[config.mk]
export PLATFORM = sky130hd
export DESIGN_NAME = serial_packet_deframer_queue
export DESIGN_NICKNAME = d
export VERILOG_FILES = /design/src/spdq_pkg.sv /design/src/spdq_store.sv /design/src/serial_packet_deframer_queue.sv
export SDC_FILE = /design/constraint.sdc
export NUM_CORES = 2
export LEC_CHECK = 0
export BUFFER_PORTS_ARGS = -buffer_cell sky130_fd_sc_hd__buf_2
export CAP_MARGIN = 20
export CORE_ASPECT_RATIO = 0.6
export CORE_MARGIN = 2
export CORE_UTILIZATION = 60
export CTS_BUF_LIST = sky130_fd_sc_hd__clkbuf_16
export DETAILED_ROUTE_END_ITERATION = 10
export PLACE_DENSITY = 0.77
export SYNTH_ARGS = -nofsm -noshare
export SYNTH_HDL_FRONTEND = slang
export SYNTH_SLANG_ARGS = --single-unit
[constraint.sdc]
create_clock -name clk_i -period 15.4 [get_ports clk_i]
set_input_delay 2.31 -clock clk_i [delete_from_list [all_inputs] [get_ports clk_i]]
set_output_delay 2.31 -clock clk_i [all_outputs]
set_load 0.02 [all_outputs]
[src/spdq_pkg.sv]
`timescale 1ns / 1ps
// spdq_pkg: shared types and constants of the serial packet deframer queue
// no dependencies; imported by the top level and the packet store

package spdq_pkg;

  typedef enum logic [1:0] {
    MODE_BYTE    = 2'd0,
    MODE_TICK    = 2'd1,
    MODE_READ    = 2'd2,
    MODE_RELEASE = 2'd3
  } mode_e;

  typedef enum logic [2:0] {
    REG_START_BYTE  = 3'd0,
    REG_END_FIRST   = 3'd1,
    REG_END_SECOND  = 3'd2,
    REG_LENGTH_POS  = 3'd3,
    REG_TIMEOUT_LIM = 3'd4
  } reg_idx_e;

  localparam logic [7:0] START_BYTE_RST  = 8'hAA;
  localparam logic [7:0] END_FIRST_RST   = 8'h0D;
  localparam logic [7:0] END_SECOND_RST  = 8'h0A;
  localparam logic [4:0] LENGTH_POS_RST  = 5'd3;
  localparam logic [7:0] TIMEOUT_LIM_RST = 8'd20;

  localparam int unsigned LEN_OFFSET = 6;
  localparam logic [7:0]  TICK_MAX   = 8'hFF;

  // write port of the packet store
  typedef struct packed {
    logic        en;
    logic [11:0] addr;
    logic [7:0]  data;
  } store_wr_t;

endpackage

[src/spdq_store.sv]
`timescale 1ns / 1ps
// spdq_store: packet byte store, one write port and two registered read ports
// depends on spdq_pkg for the write port struct; reads return write data on collision

module spdq_store import spdq_pkg::*; #(
  parameter int unsigned DEPTH = 128,
  parameter int unsigned AW    = 7
) (
  input  logic          clk_i,
  input  store_wr_t     wr_i,
  input  logic          rd_en_i,
  input  logic [AW-1:0] rd_addr_a_i,
  input  logic [AW-1:0] rd_addr_b_i,
  output logic [7:0]    rd_data_a_o,
  output logic [7:0]    rd_data_b_o
);

  logic [7:0]    mem [DEPTH];
  logic [AW-1:0] waddr;

  assign waddr = wr_i.addr[AW-1:0];

  always_ff @(posedge clk_i) begin
    if (wr_i.en) begin
      mem[waddr] <= wr_i.data;
    end
  end

  always_ff @(posedge clk_i) begin
    if (rd_en_i) begin
      if (wr_i.en && (waddr == rd_addr_a_i)) begin
        rd_data_a_o <= wr_i.data;
      end else begin
        rd_data_a_o <= mem[rd_addr_a_i];
      end
      if (wr_i.en && (waddr == rd_addr_b_i)) begin
        rd_data_b_o <= wr_i.data;
      end else begin
        rd_data_b_o <= mem[rd_addr_b_i];
      end
    end
  end

endmodule

[src/serial_packet_deframer_queue.sv]
`timescale 1ns / 1ps
// serial_packet_deframer_queue: deframes received bytes into a ring of packet slots
// depends on spdq_pkg and spdq_store
// an input transaction passes the input stage (with store read) and then the result register
// throughput: one transaction per cycle while in_stall_o is low (one store write port per item)
// after reset the store is cleared one byte per cycle over all QUEUE_DEPTH*PACKET_BYTES bytes
// (128 by default) with in_stall_o high; config writes are taken during that pass

module serial_packet_deframer_queue import spdq_pkg::*; #(
  parameter int unsigned QUEUE_DEPTH  = 4,
  parameter int unsigned PACKET_BYTES = 32,
  localparam int unsigned CW = $clog2(QUEUE_DEPTH + 1)
) (
  input  logic          clk_i,
  input  logic          rst_ni,
  input  logic          in_valid_i,
  output logic          in_stall_o,
  input  logic [1:0]    mode_i,
  input  logic [7:0]    rx_byte_i,
  input  logic [4:0]    read_index_i,
  output logic          out_valid_o,
  input  logic          out_stall_i,
  output logic          packet_accepted_o,
  output logic          packet_dropped_o,
  output logic [CW-1:0] queue_count_o,
  output logic [7:0]    read_data_o,
  output logic          read_valid_o,
  output logic          receiving_o,
  input  logic          psel,
  input  logic          penable,
  input  logic          pwrite,
  input  logic [4:0]    paddr,
  input  logic [31:0]   pwdata,
  output logic [31:0]   prdata,
  output logic          pready
);

  localparam int unsigned DEPTH    = QUEUE_DEPTH * PACKET_BYTES;
  localparam int unsigned AW       = $clog2(DEPTH);
  localparam int unsigned IW       = $clog2(PACKET_BYTES);
  localparam int unsigned SW       = $clog2(QUEUE_DEPTH);
  localparam int unsigned MODSTEPS = (PACKET_BYTES >= 32) ? 1 : (32 / PACKET_BYTES);

  function automatic logic [IW-1:0] wrap_idx(input logic [4:0] x);
    logic [8:0] t;
    t = 9'(x);
    for (int k = 0; k < MODSTEPS; k++) begin
      if (t >= 9'(PACKET_BYTES)) t = t - 9'(PACKET_BYTES);
    end
    return t[IW-1:0];
  endfunction

  function automatic logic [AW-1:0] slot_addr(input logic [SW-1:0] s, input logic [IW-1:0] i);
    return AW'(s) * AW'(PACKET_BYTES) + AW'(i);
  endfunction

  function automatic logic [SW-1:0] slot_inc(input logic [SW-1:0] s);
    return (s == SW'(QUEUE_DEPTH - 1)) ? '0 : s + SW'(1);
  endfunction

  // config registers
  logic [7:0] start_q, eb1_q, eb2_q, tlim_q;
  logic [4:0] lp_q, lp_n;
  logic       cfg_wr;
  reg_idx_e   cfg_idx;

  // input stage
  logic          s1_valid_q, s1_move, in_accept;
  mode_e         s1_mode_q;
  logic [7:0]    s1_rxb_q;
  logic [IW-1:0] s1_ridx_q;

  // deframer state
  logic          rx_q, rx_d;
  logic [IW-1:0] bi_q, bi_d;
  logic [7:0]    prev_q, prev_d, tick_q, tick_d;
  logic          tmo_q, tmo_d;
  logic [SW-1:0] head_q, head_d, tail_q, tail_d, head_n, tail_n;
  logic [CW-1:0] used_q, used_d;
  logic [7:0]    len_q [QUEUE_DEPTH];

  // clearing pass
  logic          clr_q;
  logic [AW-1:0] clr_addr_q;

  // store
  store_wr_t     wr;
  logic          st_we;
  logic [AW-1:0] st_addr;
  logic [7:0]    st_data, rd_a, rd_b;

  // step results
  logic       acc_c, drop_c, rvalid_c;
  logic [7:0] rdata_c;

  // result register
  logic          out_valid_q, acc_q, drop_q, rvalid_q, recv_q;
  logic [CW-1:0] count_q;
  logic [7:0]    rdata_q;

  // configuration port
  assign pready  = 1'b1;
  assign cfg_wr  = psel && penable && pwrite;
  assign cfg_idx = reg_idx_e'(paddr[4:2]);

  always_ff @(posedge clk_i or negedge rst_ni) begin
    if (!rst_ni) begin
      start_q <= START_BYTE_RST;
      eb1_q   <= END_FIRST_RST;
      eb2_q   <= END_SECOND_RST;
      lp_q    <= LENGTH_POS_RST;
      tlim_q  <= TIMEOUT_LIM_RST;
    end else if (cfg_wr) begin
      unique case (cfg_idx)
        REG_START_BYTE:  start_q <= pwdata[7:0];
        REG_END_FIRST:   eb1_q   <= pwdata[7:0];
        REG_END_SECOND:  eb2_q   <= pwdata[7:0];
        REG_LENGTH_POS:  lp_q    <= pwdata[4:0];
        REG_TIMEOUT_LIM: tlim_q  <= pwdata[7:0];
        default: ;
      endcase
    end
  end

  always_comb begin
    unique case (cfg_idx)
      REG_START_BYTE:  prdata = 32'(start_q);
      REG_END_FIRST:   prdata = 32'(eb1_q);
      REG_END_SECOND:  prdata = 32'(eb2_q);
      REG_LENGTH_POS:  prdata = 32'(lp_q);
      REG_TIMEOUT_LIM: prdata = 32'(tlim_q);
      default:         prdata = '0;
    endcase
  end

  // length position as seen by a transaction accepted at this edge
  assign lp_n = (cfg_wr && (cfg_idx == REG_LENGTH_POS)) ? pwdata[4:0] : lp_q;

  // handshakes
  assign s1_move    = s1_valid_q && (!out_valid_q || !out_stall_i);
  assign in_stall_o = clr_q || (s1_valid_q && !s1_move);
  assign in_accept  = in_valid_i && !in_stall_o;

  always_ff @(posedge clk_i or negedge rst_ni) begin
    if (!rst_ni) begin
      s1_valid_q <= 1'b0;
    end else if (in_accept) begin
      s1_valid_q <= 1'b1;
    end else if (s1_move) begin
      s1_valid_q <= 1'b0;
    end
  end

  always_ff @(posedge clk_i) begin
    if (in_accept) begin
      s1_mode_q <= mode_e'(mode_i);
      s1_rxb_q  <= rx_byte_i;
      s1_ridx_q <= wrap_idx(read_index_i);
    end
  end

  // one step of the deframer
  always_comb begin
    rx_d     = rx_q;
    bi_d     = bi_q;
    prev_d   = prev_q;
    tick_d   = tick_q;
    tmo_d    = tmo_q;
    head_d   = head_q;
    tail_d   = tail_q;
    used_d   = used_q;
    acc_c    = 1'b0;
    drop_c   = 1'b0;
    rvalid_c = 1'b0;
    rdata_c  = '0;
    st_we    = 1'b0;
    st_addr  = slot_addr(head_q, '0);
    st_data  = s1_rxb_q;
    case (s1_mode_q)
      MODE_BYTE: begin
        prev_d = s1_rxb_q;
        if (!rx_q) begin
          bi_d = '0;
          if (used_q >= CW'(QUEUE_DEPTH)) begin
            drop_c = (s1_rxb_q == start_q);
          end else begin
            st_we = 1'b1;
            if (s1_rxb_q == start_q) begin
              rx_d   = 1'b1;
              bi_d   = IW'(1);
              tick_d = '0;
              tmo_d  = 1'b0;
            end
          end
        end else begin
          st_we   = 1'b1;
          st_addr = slot_addr(head_q, bi_q);
          if ((s1_rxb_q == eb2_q) && (prev_q == eb1_q)) begin
            if ((9'(bi_q) >= 9'(LEN_OFFSET)) && (9'(lp_q) < 9'(bi_q)) &&
                (9'(rd_b) == 9'(bi_q) - 9'(LEN_OFFSET)) &&
                (used_q < CW'(QUEUE_DEPTH))) begin
              head_d = slot_inc(head_q);
              used_d = used_q + CW'(1);
              acc_c  = 1'b1;
            end else begin
              drop_c = 1'b1;
            end
            rx_d = 1'b0;
            bi_d = '0;
          end else if (9'(bi_q) >= 9'(PACKET_BYTES - 1)) begin
            drop_c = 1'b1;
            rx_d   = 1'b0;
            bi_d   = '0;
          end else begin
            bi_d = bi_q + IW'(1);
            if (tmo_q) begin
              drop_c = 1'b1;
              rx_d   = 1'b0;
              bi_d   = '0;
            end
          end
        end
      end
      MODE_TICK: begin
        if (tick_q > tlim_q) begin
          tmo_d = 1'b1;
        end else if (tick_q != TICK_MAX) begin
          tick_d = tick_q + 8'd1;
        end
      end
      MODE_READ: begin
        if (used_q != '0) begin
          rvalid_c = 1'b1;
          rdata_c  = (s1_ridx_q == '0) ? len_q[tail_q] : rd_a;
        end
      end
      MODE_RELEASE: begin
        if (used_q != '0) begin
          rvalid_c = 1'b1;
          used_d   = used_q - CW'(1);
          tail_d   = slot_inc(tail_q);
        end
      end
      default: ;
    endcase
  end

  always_ff @(posedge clk_i or negedge rst_ni) begin
    if (!rst_ni) begin
      rx_q   <= 1'b0;
      bi_q   <= '0;
      prev_q <= '0;
      tick_q <= '0;
      tmo_q  <= 1'b0;
      head_q <= '0;
      tail_q <= '0;
      used_q <= '0;
    end else if (s1_move) begin
      rx_q   <= rx_d;
      bi_q   <= bi_d;
      prev_q <= prev_d;
      tick_q <= tick_d;
      tmo_q  <= tmo_d;
      head_q <= head_d;
      tail_q <= tail_d;
      used_q <= used_d;
    end
  end

  // read byte 0 of a queued packet returns its end index, held here in len_q
  always_ff @(posedge clk_i) begin
    if (s1_move && acc_c) begin
      len_q[head_q] <= 8'(bi_q);
    end
  end

  // clearing pass
  always_ff @(posedge clk_i or negedge rst_ni) begin
    if (!rst_ni) begin
      clr_q      <= 1'b1;
      clr_addr_q <= '0;
    end else if (clr_q) begin
      if (clr_addr_q == AW'(DEPTH - 1)) begin
        clr_q <= 1'b0;
      end else begin
        clr_addr_q <= clr_addr_q + AW'(1);
      end
    end
  end

  // store access, read addresses follow the state left by the item in flight
  assign head_n = s1_move ? head_d : head_q;
  assign tail_n = s1_move ? tail_d : tail_q;

  assign wr.en   = clr_q || (s1_move && st_we);
  assign wr.addr = clr_q ? 12'(clr_addr_q) : 12'(st_addr);
  assign wr.data = clr_q ? 8'd0 : st_data;

  spdq_store #(
    .DEPTH (DEPTH),
    .AW    (AW)
  ) u_store (
    .clk_i       (clk_i),
    .wr_i        (wr),
    .rd_en_i     (in_accept),
    .rd_addr_a_i (slot_addr(tail_n, wrap_idx(read_index_i))),
    .rd_addr_b_i (slot_addr(head_n, wrap_idx(lp_n))),
    .rd_data_a_o (rd_a),
    .rd_data_b_o (rd_b)
  );

  // result register
  always_ff @(posedge clk_i or negedge rst_ni) begin
    if (!rst_ni) begin
      out_valid_q <= 1'b0;
    end else if (s1_move) begin
      out_valid_q <= 1'b1;
    end else if (!out_stall_i) begin
      out_valid_q <= 1'b0;
    end
  end

  always_ff @(posedge clk_i) begin
    if (s1_move) begin
      acc_q    <= acc_c;
      drop_q   <= drop_c;
      count_q  <= used_d;
      rdata_q  <= rdata_c;
      rvalid_q <= rvalid_c;
      recv_q   <= rx_d;
    end
  end

  assign out_valid_o       = out_valid_q;
  assign packet_accepted_o = acc_q;
  assign packet_dropped_o  = drop_q;
  assign queue_count_o     = count_q;
  assign read_data_o       = rdata_q;
  assign read_valid_o      = rvalid_q;
  assign receiving_o       = recv_q;

`ifndef NO_ASSERTIONS
  a_acc_drop_excl: assert property (@(posedge clk_i) disable iff (!rst_ni)
    out_valid_o |-> !(packet_accepted_o && packet_dropped_o))
    else $error("accept and drop in one result");

  a_used_bound: assert property (@(posedge clk_i) disable iff (!rst_ni)
    used_q <= CW'(QUEUE_DEPTH))
    else $error("queue count beyond depth");

  a_acc_goes_idle: assert property (@(posedge clk_i) disable iff (!rst_ni)
    (s1_move && acc_c) |=> (!rx_q && (used_q != '0)))
    else $error("accepted packet left receiver busy or queue empty");

  a_no_item_in_clear: assert property (@(posedge clk_i) disable iff (!rst_ni)
    clr_q |-> (!s1_valid_q && !out_valid_q))
    else $error("transaction in flight during clearing pass");

  a_hold_stage: assert property (@(posedge clk_i) disable iff (!rst_ni)
    (s1_valid_q && !s1_move) |=> (s1_valid_q && $stable(s1_rxb_q)))
    else $error("held input stage lost its item");
`endif

endmodule

### After elaboration in Yosys (flattened, before gate mapping)

Memory sizes are Yosys's and may differ from the RTL's. A register that Yosys moved wholly into a read port is not among the register bits.
Cells that the tools add are included.

* register bits after elaboration: 107
* latch bits: 0
* memory bits (writable): 1044
* bits in read-only memories: 0
* output and inout bits: 50
* word-level logic and storage cells: 174
* memories kept: 2

* $add $sub $neg: 11
* multipliers: 0
* divide/modulo/power cells: 0
* order comparisons: 6
* equality and inequality tests: 22
* shifts and indexed selects: 0
* muxes and demuxes: 70
* bitwise logic cells: 1
* reductions and logical operators: 36

Memories
* u_store.mem: depth 128, bits a word 8, rd ports 2, clocked after Yosys merged registers in 2, write ports 1, line spdq_store.sv:18 `logic [7:0] mem [DEPTH];`
* len_q: depth 4, bits a word 5, rd ports 1, clocked after Yosys merged registers in 0, write ports 1, line serial_packet_deframer_queue.sv:80 `logic [7:0] len_q [QUEUE_DEPTH];`

Operators by type and width (number)
* $mux W8: 7
* $pmux W8 S5: 1
* $mux W1: 37
* $mux W5: 5
* $eq A8 B8 Y1: 3
* $add A7 B5 Y7: 3
* $mux W7: 3
* $mux W2: 10
* $pmux W8 S2: 1
* $reduce_and A2 Y1: 8
* $logic_and A1 B1 Y1: 12
* $mux W3: 4
* $ne A2 B2 Y1 const B: 6
* $eq A8 B9 Y1: 1
* $add A8 B1 Y8 const B: 1
* $eq A2 B2 Y1 const B: 4
* $gt A8 B8 Y1: 1
* $ne A8 B8 Y1 const B: 1
* $add A7 B1 Y7 const B: 1
* $eq A7 B7 Y1 const B: 1
* $reduce_and A7 Y1: 1
* $eq A3 B2 Y1 const B: 2
* $pmux W3 S2: 1
* $reduce_and A6 Y1: 1
* other kinds (24): 31

### Logic depth before layout (Yosys ltp)

* depth after elaboration: 11
* gate-level depth with buffers: 16

### Modules after synthesis

From an unflattened synthesis, not the netlist that was laid out.

* cell total of the unflattened synthesis: 3561
* area, all modules: 57564.0 µm²

By module, submodules not included
* spdq_store: times used 1, cells an instance 2968, area an instance 50797.5 µm², seq. area each 31230.0 µm²
* serial_packet_deframer_queue: times used 1, cells an instance 593, area an instance 6766.5 µm², seq. area each 3445.8 µm²

### Worst setup path after synthesis

No wires, ideal clock.

* path type: input to output
* from: input port paddr[3]
* to: output port prdata[6]
* arrival time: 3656 ps
* data required time: 13090 ps
* setup slack: 9434 ps
* stages: 4
* path buffers: 2
* cells stage by stage: clkbuf_1 -> clkbuf_1 -> a31oi_1 -> o21ai_0

* cells in the longest elaborated chain, start to end: 2
* elaborated cells between the ends (all ways): 6

Ends and longest elaborated chain
* start: declaration: line serial_packet_deframer_queue.sv:32 `input logic [4:0] paddr,`
* $eq A3 B3 Y1, or another cell as far along: line serial_packet_deframer_queue.sv:126 `unique case (cfg_idx)`
* $pmux W8 S5 *: line serial_packet_deframer_queue.sv:126
* end: declaration: line serial_packet_deframer_queue.sv:34 `output logic [31:0] prdata,`

Mark *: on every way between the ends. The rest lies on a longest branch, timed or not.

### Worst setup path in the final report

* from: input port paddr[3]
* to: register u_store.rd_data_b_o[6] (read register of u_store.mem), data pin

* cells in the longest elaborated chain, start to end: 4

Ends and longest elaborated chain
* $eq A3 B2 Y1: line serial_packet_deframer_queue.sv:137 `assign lp_n = (cfg_wr && (cfg_idx == REG_LENGTH_POS)) ? pwdata[4:0] : lp_q;`
* $logic_and A1 B1 Y1: line serial_packet_deframer_queue.sv:137
* $mux W5: line serial_packet_deframer_queue.sv:137
* $add A7 B5 Y7: line serial_packet_deframer_queue.sv:54 `return AW'(s) * AW'(PACKET_BYTES) + AW'(i);`
* end: declaration: line spdq_store.sv:15 `output logic [7:0] rd_data_b_o`

No other way between the ends.
A chain may end at the register's enable or synchronous reset.

==> summary.txt <==
Global route
  – Number of global-route vias before repair: 34700
  – Gr ovfl total: 0
  – Global-route usage over all layers: 35.3%
  – Largest net degree at the start of global routing: 198
  – Initial antenna violation count: 6
  – First-pass GRT wire length: 241000 um

Min path
  – Hold WC Path Type: flop to flop

CTS
  – Skew-Pair Late Insertion Delay: 0.73 ns
  – Setup bufs post-CTS: 0
  – Post-CTS sizing: 0
  – Sink Count: 1167
  – Clock slew seen by the registers of the worst setup and hold paths: 0.07 ns
  – Root Driver: clkbuf_16
  – TritonCTS buffer count: 100
  – H-tree levels: 3
  – CTS tree: yes
  – Hold_buf cts: 0
  – Clk buf depth: 3

Setup path
  – Crit-path max FO: 197
  – Kind of critical path: primary input to flop
  – Critical Path Start Type: primary input
  – WP data arrival: 8.75 ns
  – Crit path required time: 15.86 ns
  – Crit. End Element: flop

Timing
  – Clk_skew: 0.0273 ns
  – Final hold vios: 0
  – Setup ws final: 7.11 ns
  – Slew HR: 6.30%
  – Measured slew at the worst slew-check pin: 1.39 ns
  – Max Transition Viols Final: 0
  – Period minus WS final: 8.29 ns
  – Fin crit share: 53.8%
  – FMAX: 0.121 GHz
  – RSZ-0062 raised after global routing: false
  – Final setup viols: 0
  – Setup TNS: 0 ns

Route
  – Per-cell routed wire length: 33.9 um
  – Iter 0 DRT Violations: 7113
  – Routed via count: 36900
  – Antenna Nets Post-Route: 0
  – Vias per cell: 7.37
  – DR DRC count: 0
  – Final WL: 169000 um
  – DR pass1 iterations: 7

Final layout
  – Leading cell type in the layout, fill and taps excluded: edfxtp_1
  – Final Net Count: 3777
  – Share of post-route cells with drive strength above 1: 18.5%
  – Most frequent cells in the layout: 1090 x edfxtp_1, 432 x nand2_1, 322 x mux2i_1, 322 x mux4_2, 172 x nor2_1
  – FILL cells: 6266
  – P&R area growth vs syn: 7.83%

Logic synthesis
  – Mux contribution to synthesized area: 19.8%
  – Netlist Area Pre-Place: 56000 um2
  – Number of synthesized flops with an enable pin: 1090
  – Synth unique cells: 75
  – Register bit total from synthesis: 1167
  – Synth warnings: 0
  – Xor-xnor portion of the synthesized cell area: 0.875%
  – Synth Area in Compound Gates: 6.89%
  – Register area share after synthesis: 61.9%
  – Simple-Gate Fraction of Synth Area: 7.03%
  – Post-Syn Area per Cell: 15.1 um2
  – Asr flop ratio synth: 6.60%
  – Largest family of logic cells by synthesized area: multiplexers
  – Post-Synth Adder-Cell Area: 0.714%
  – Ys flop type: edfxtp_1
  – Cells after Synth: 3721

Pwr
  – PwrDens: 124 nW/um2
  – Static leakage: 0.0206 uW
  – VDD IR-drop max: 0.000111 V

Run status
  – Outcome: complete, no violations

Place
  – GPL Wtd Cong: 0.948
  – DP Worst Slack: 7.05 ns
  – Hpwl dp: 103000 um
  – Port Buf Inserts: 57

Die
  – CORE AREA: 92200 um2
  – Die W: 399 um
  – Io pins: 109
  – Chip height: 241 um
  – Die area: 95900 um2
  – Starting density of the core: 60.8%
  – Row count: 86

Job
  – Max cap viols: 0
==> path summary, 6_finish.rpt <==
check                                start  cells past startpoint                     end  slack [ns]
worst max-delay path              paddr[3]                     13  u_store.rd_data_b_o[6]        7.11
worst min-delay path            start_q[1]                      2              start_q[1]        0.52
worst max register to register     lp_q[0]                     12  u_store.rd_data_b_o[6]        8.67
worst min register to register  start_q[1]                      2              start_q[1]        0.52
max in group asynchronous           rst_ni                      1               prev_q[6]       12.96
min in group asynchronous           rst_ni                      1               used_q[1]        1.75
==> Yosys cell counts (all sizes together), types with 15 or more instances <==
| master | instances | share of area (%) |
|---|---|---|
| a211o | 18 | 0.28 |
| a211oi | 74 | 0.99 |
| a21oi | 101 | 0.91 |
| a222oi | 18 | 0.32 |
| a311oi | 20 | 0.31 |
| a31oi | 74 | 0.85 |
| a32oi | 28 | 0.44 |
| and3 | 54 | 0.61 |
| buf | 171 | 1.7 |
| clkbuf | 116 | 0.78 |
| dfrtp | 63 | 2.8 |
| edfxtp | 1090 | 58 |
| ha | 32 | 0.71 |
| inv | 46 | 0.31 |
| mux2 | 52 | 1.0 |
| mux2i | 324 | 5.8 |
| mux4 | 322 | 13 |
| nand2 | 437 | 2.9 |
| nand3 | 53 | 0.47 |
| nand4 | 23 | 0.27 |
| nor2 | 173 | 1.2 |
| nor2b | 36 | 0.40 |
| nor3 | 32 | 0.29 |
| nor4 | 16 | 0.18 |
| o21ai | 52 | 0.46 |
| o221ai | 33 | 0.52 |
| o22ai | 70 | 0.78 |
| or4 | 25 | 0.33 |
| xnor2 | 41 | 0.64 |
| xor2 | 15 | 0.23 |
==> cell families after synthesis <==
group                      after synthesis
adders and majority gates               32
and+or+nand+nor                        879
buffers and inverters                  333
other                                    2
muxes                                  698
xor gates and xnor gates                56
DFF                                   1167
AOI/OAI and AO/OA                      554
==> cell type report <==
cell class              count  area [um2]  share of cell area [%]
flip-flops and latches   1167       34700                    57.4
multi-input cells        2244       20000                    33.1
clock buffers             102        2550                    4.22
well taps                1232        1540                    2.55
repair buffers            127         892                    1.48
clock inverters            77         538                   0.890
inverters                  46         193                   0.319
diodes                      4        10.0                  0.0166
==> layer usage <==
layer | global-route usage (%) | share of wire, % | vias to the layer above
li1 | - | - | 14800
met1 | 50.5 | 36 | 18300
met2 | 47.2 | 41 | 3319
met3 | 17.8 | 19 | 471
met4 | 10.6 | 3.5 | 4
met5 | 0 | 0.016 | -
==> critical path, cell delays in order <==
cell	delay, ns
buf_2	0.28
nor2b_1	0.33
a21oi_2	0.95
nor2_4	0.20
inv_16	0.57
buf_12	0.64
buf_12	0.68
mux2i_1	0.31
o22ai_1	0.11
nor4_1	0.97
or4_1	0.26
o31ai_1	0.13
o41a_1	0.36
==> stage by stage <==
stage / area (um2) / cells / hold slack, ns / total power, uW / util (%)
finish: 60400 / 4999 / 0.519 / 7490 / 65.5
floorplan: 56100 / 3744 / 0.449 / 4540 / -
global route: 60400 / 4995 / 0.535 / 7640 / 65.5
detailed placement: 57300 / 4815 / 0.510 / 5000 / 62.2
CTS: 60400 / 4994 / 0.520 / 7410 / 65.5
global placement: 57300 / 4815 / 0.494 / 4980 / 62.2
==> state kept, by name (all words and copies together), names as in the netlist, 2 cells and up <==
register,count
s1_ridx_q,5
u_store.rd_data_b_o,8
s1_rxb_q,8
prev_q,8
s1_mode_q,2
u_store.rd_data_a_o,8
start_q,8
u_store.mem,1024
bi_q,5
read_data_o,8
clr_addr_q,7
queue_count_o,3
len_q,20
head_q,2
lp_q,5
eb1_q,8
tick_q,8
used_q,3
eb2_q,8
tail_q,2
tlim_q,8
==> power by group <==
group	total [uW]	switching (uW)	internal [uW]
logic	1410	942	467
clock network	2490	1170	1320
registers	3600	57.4	3540
total	7490	2170	5320
(Power assumes the default switching activity.)
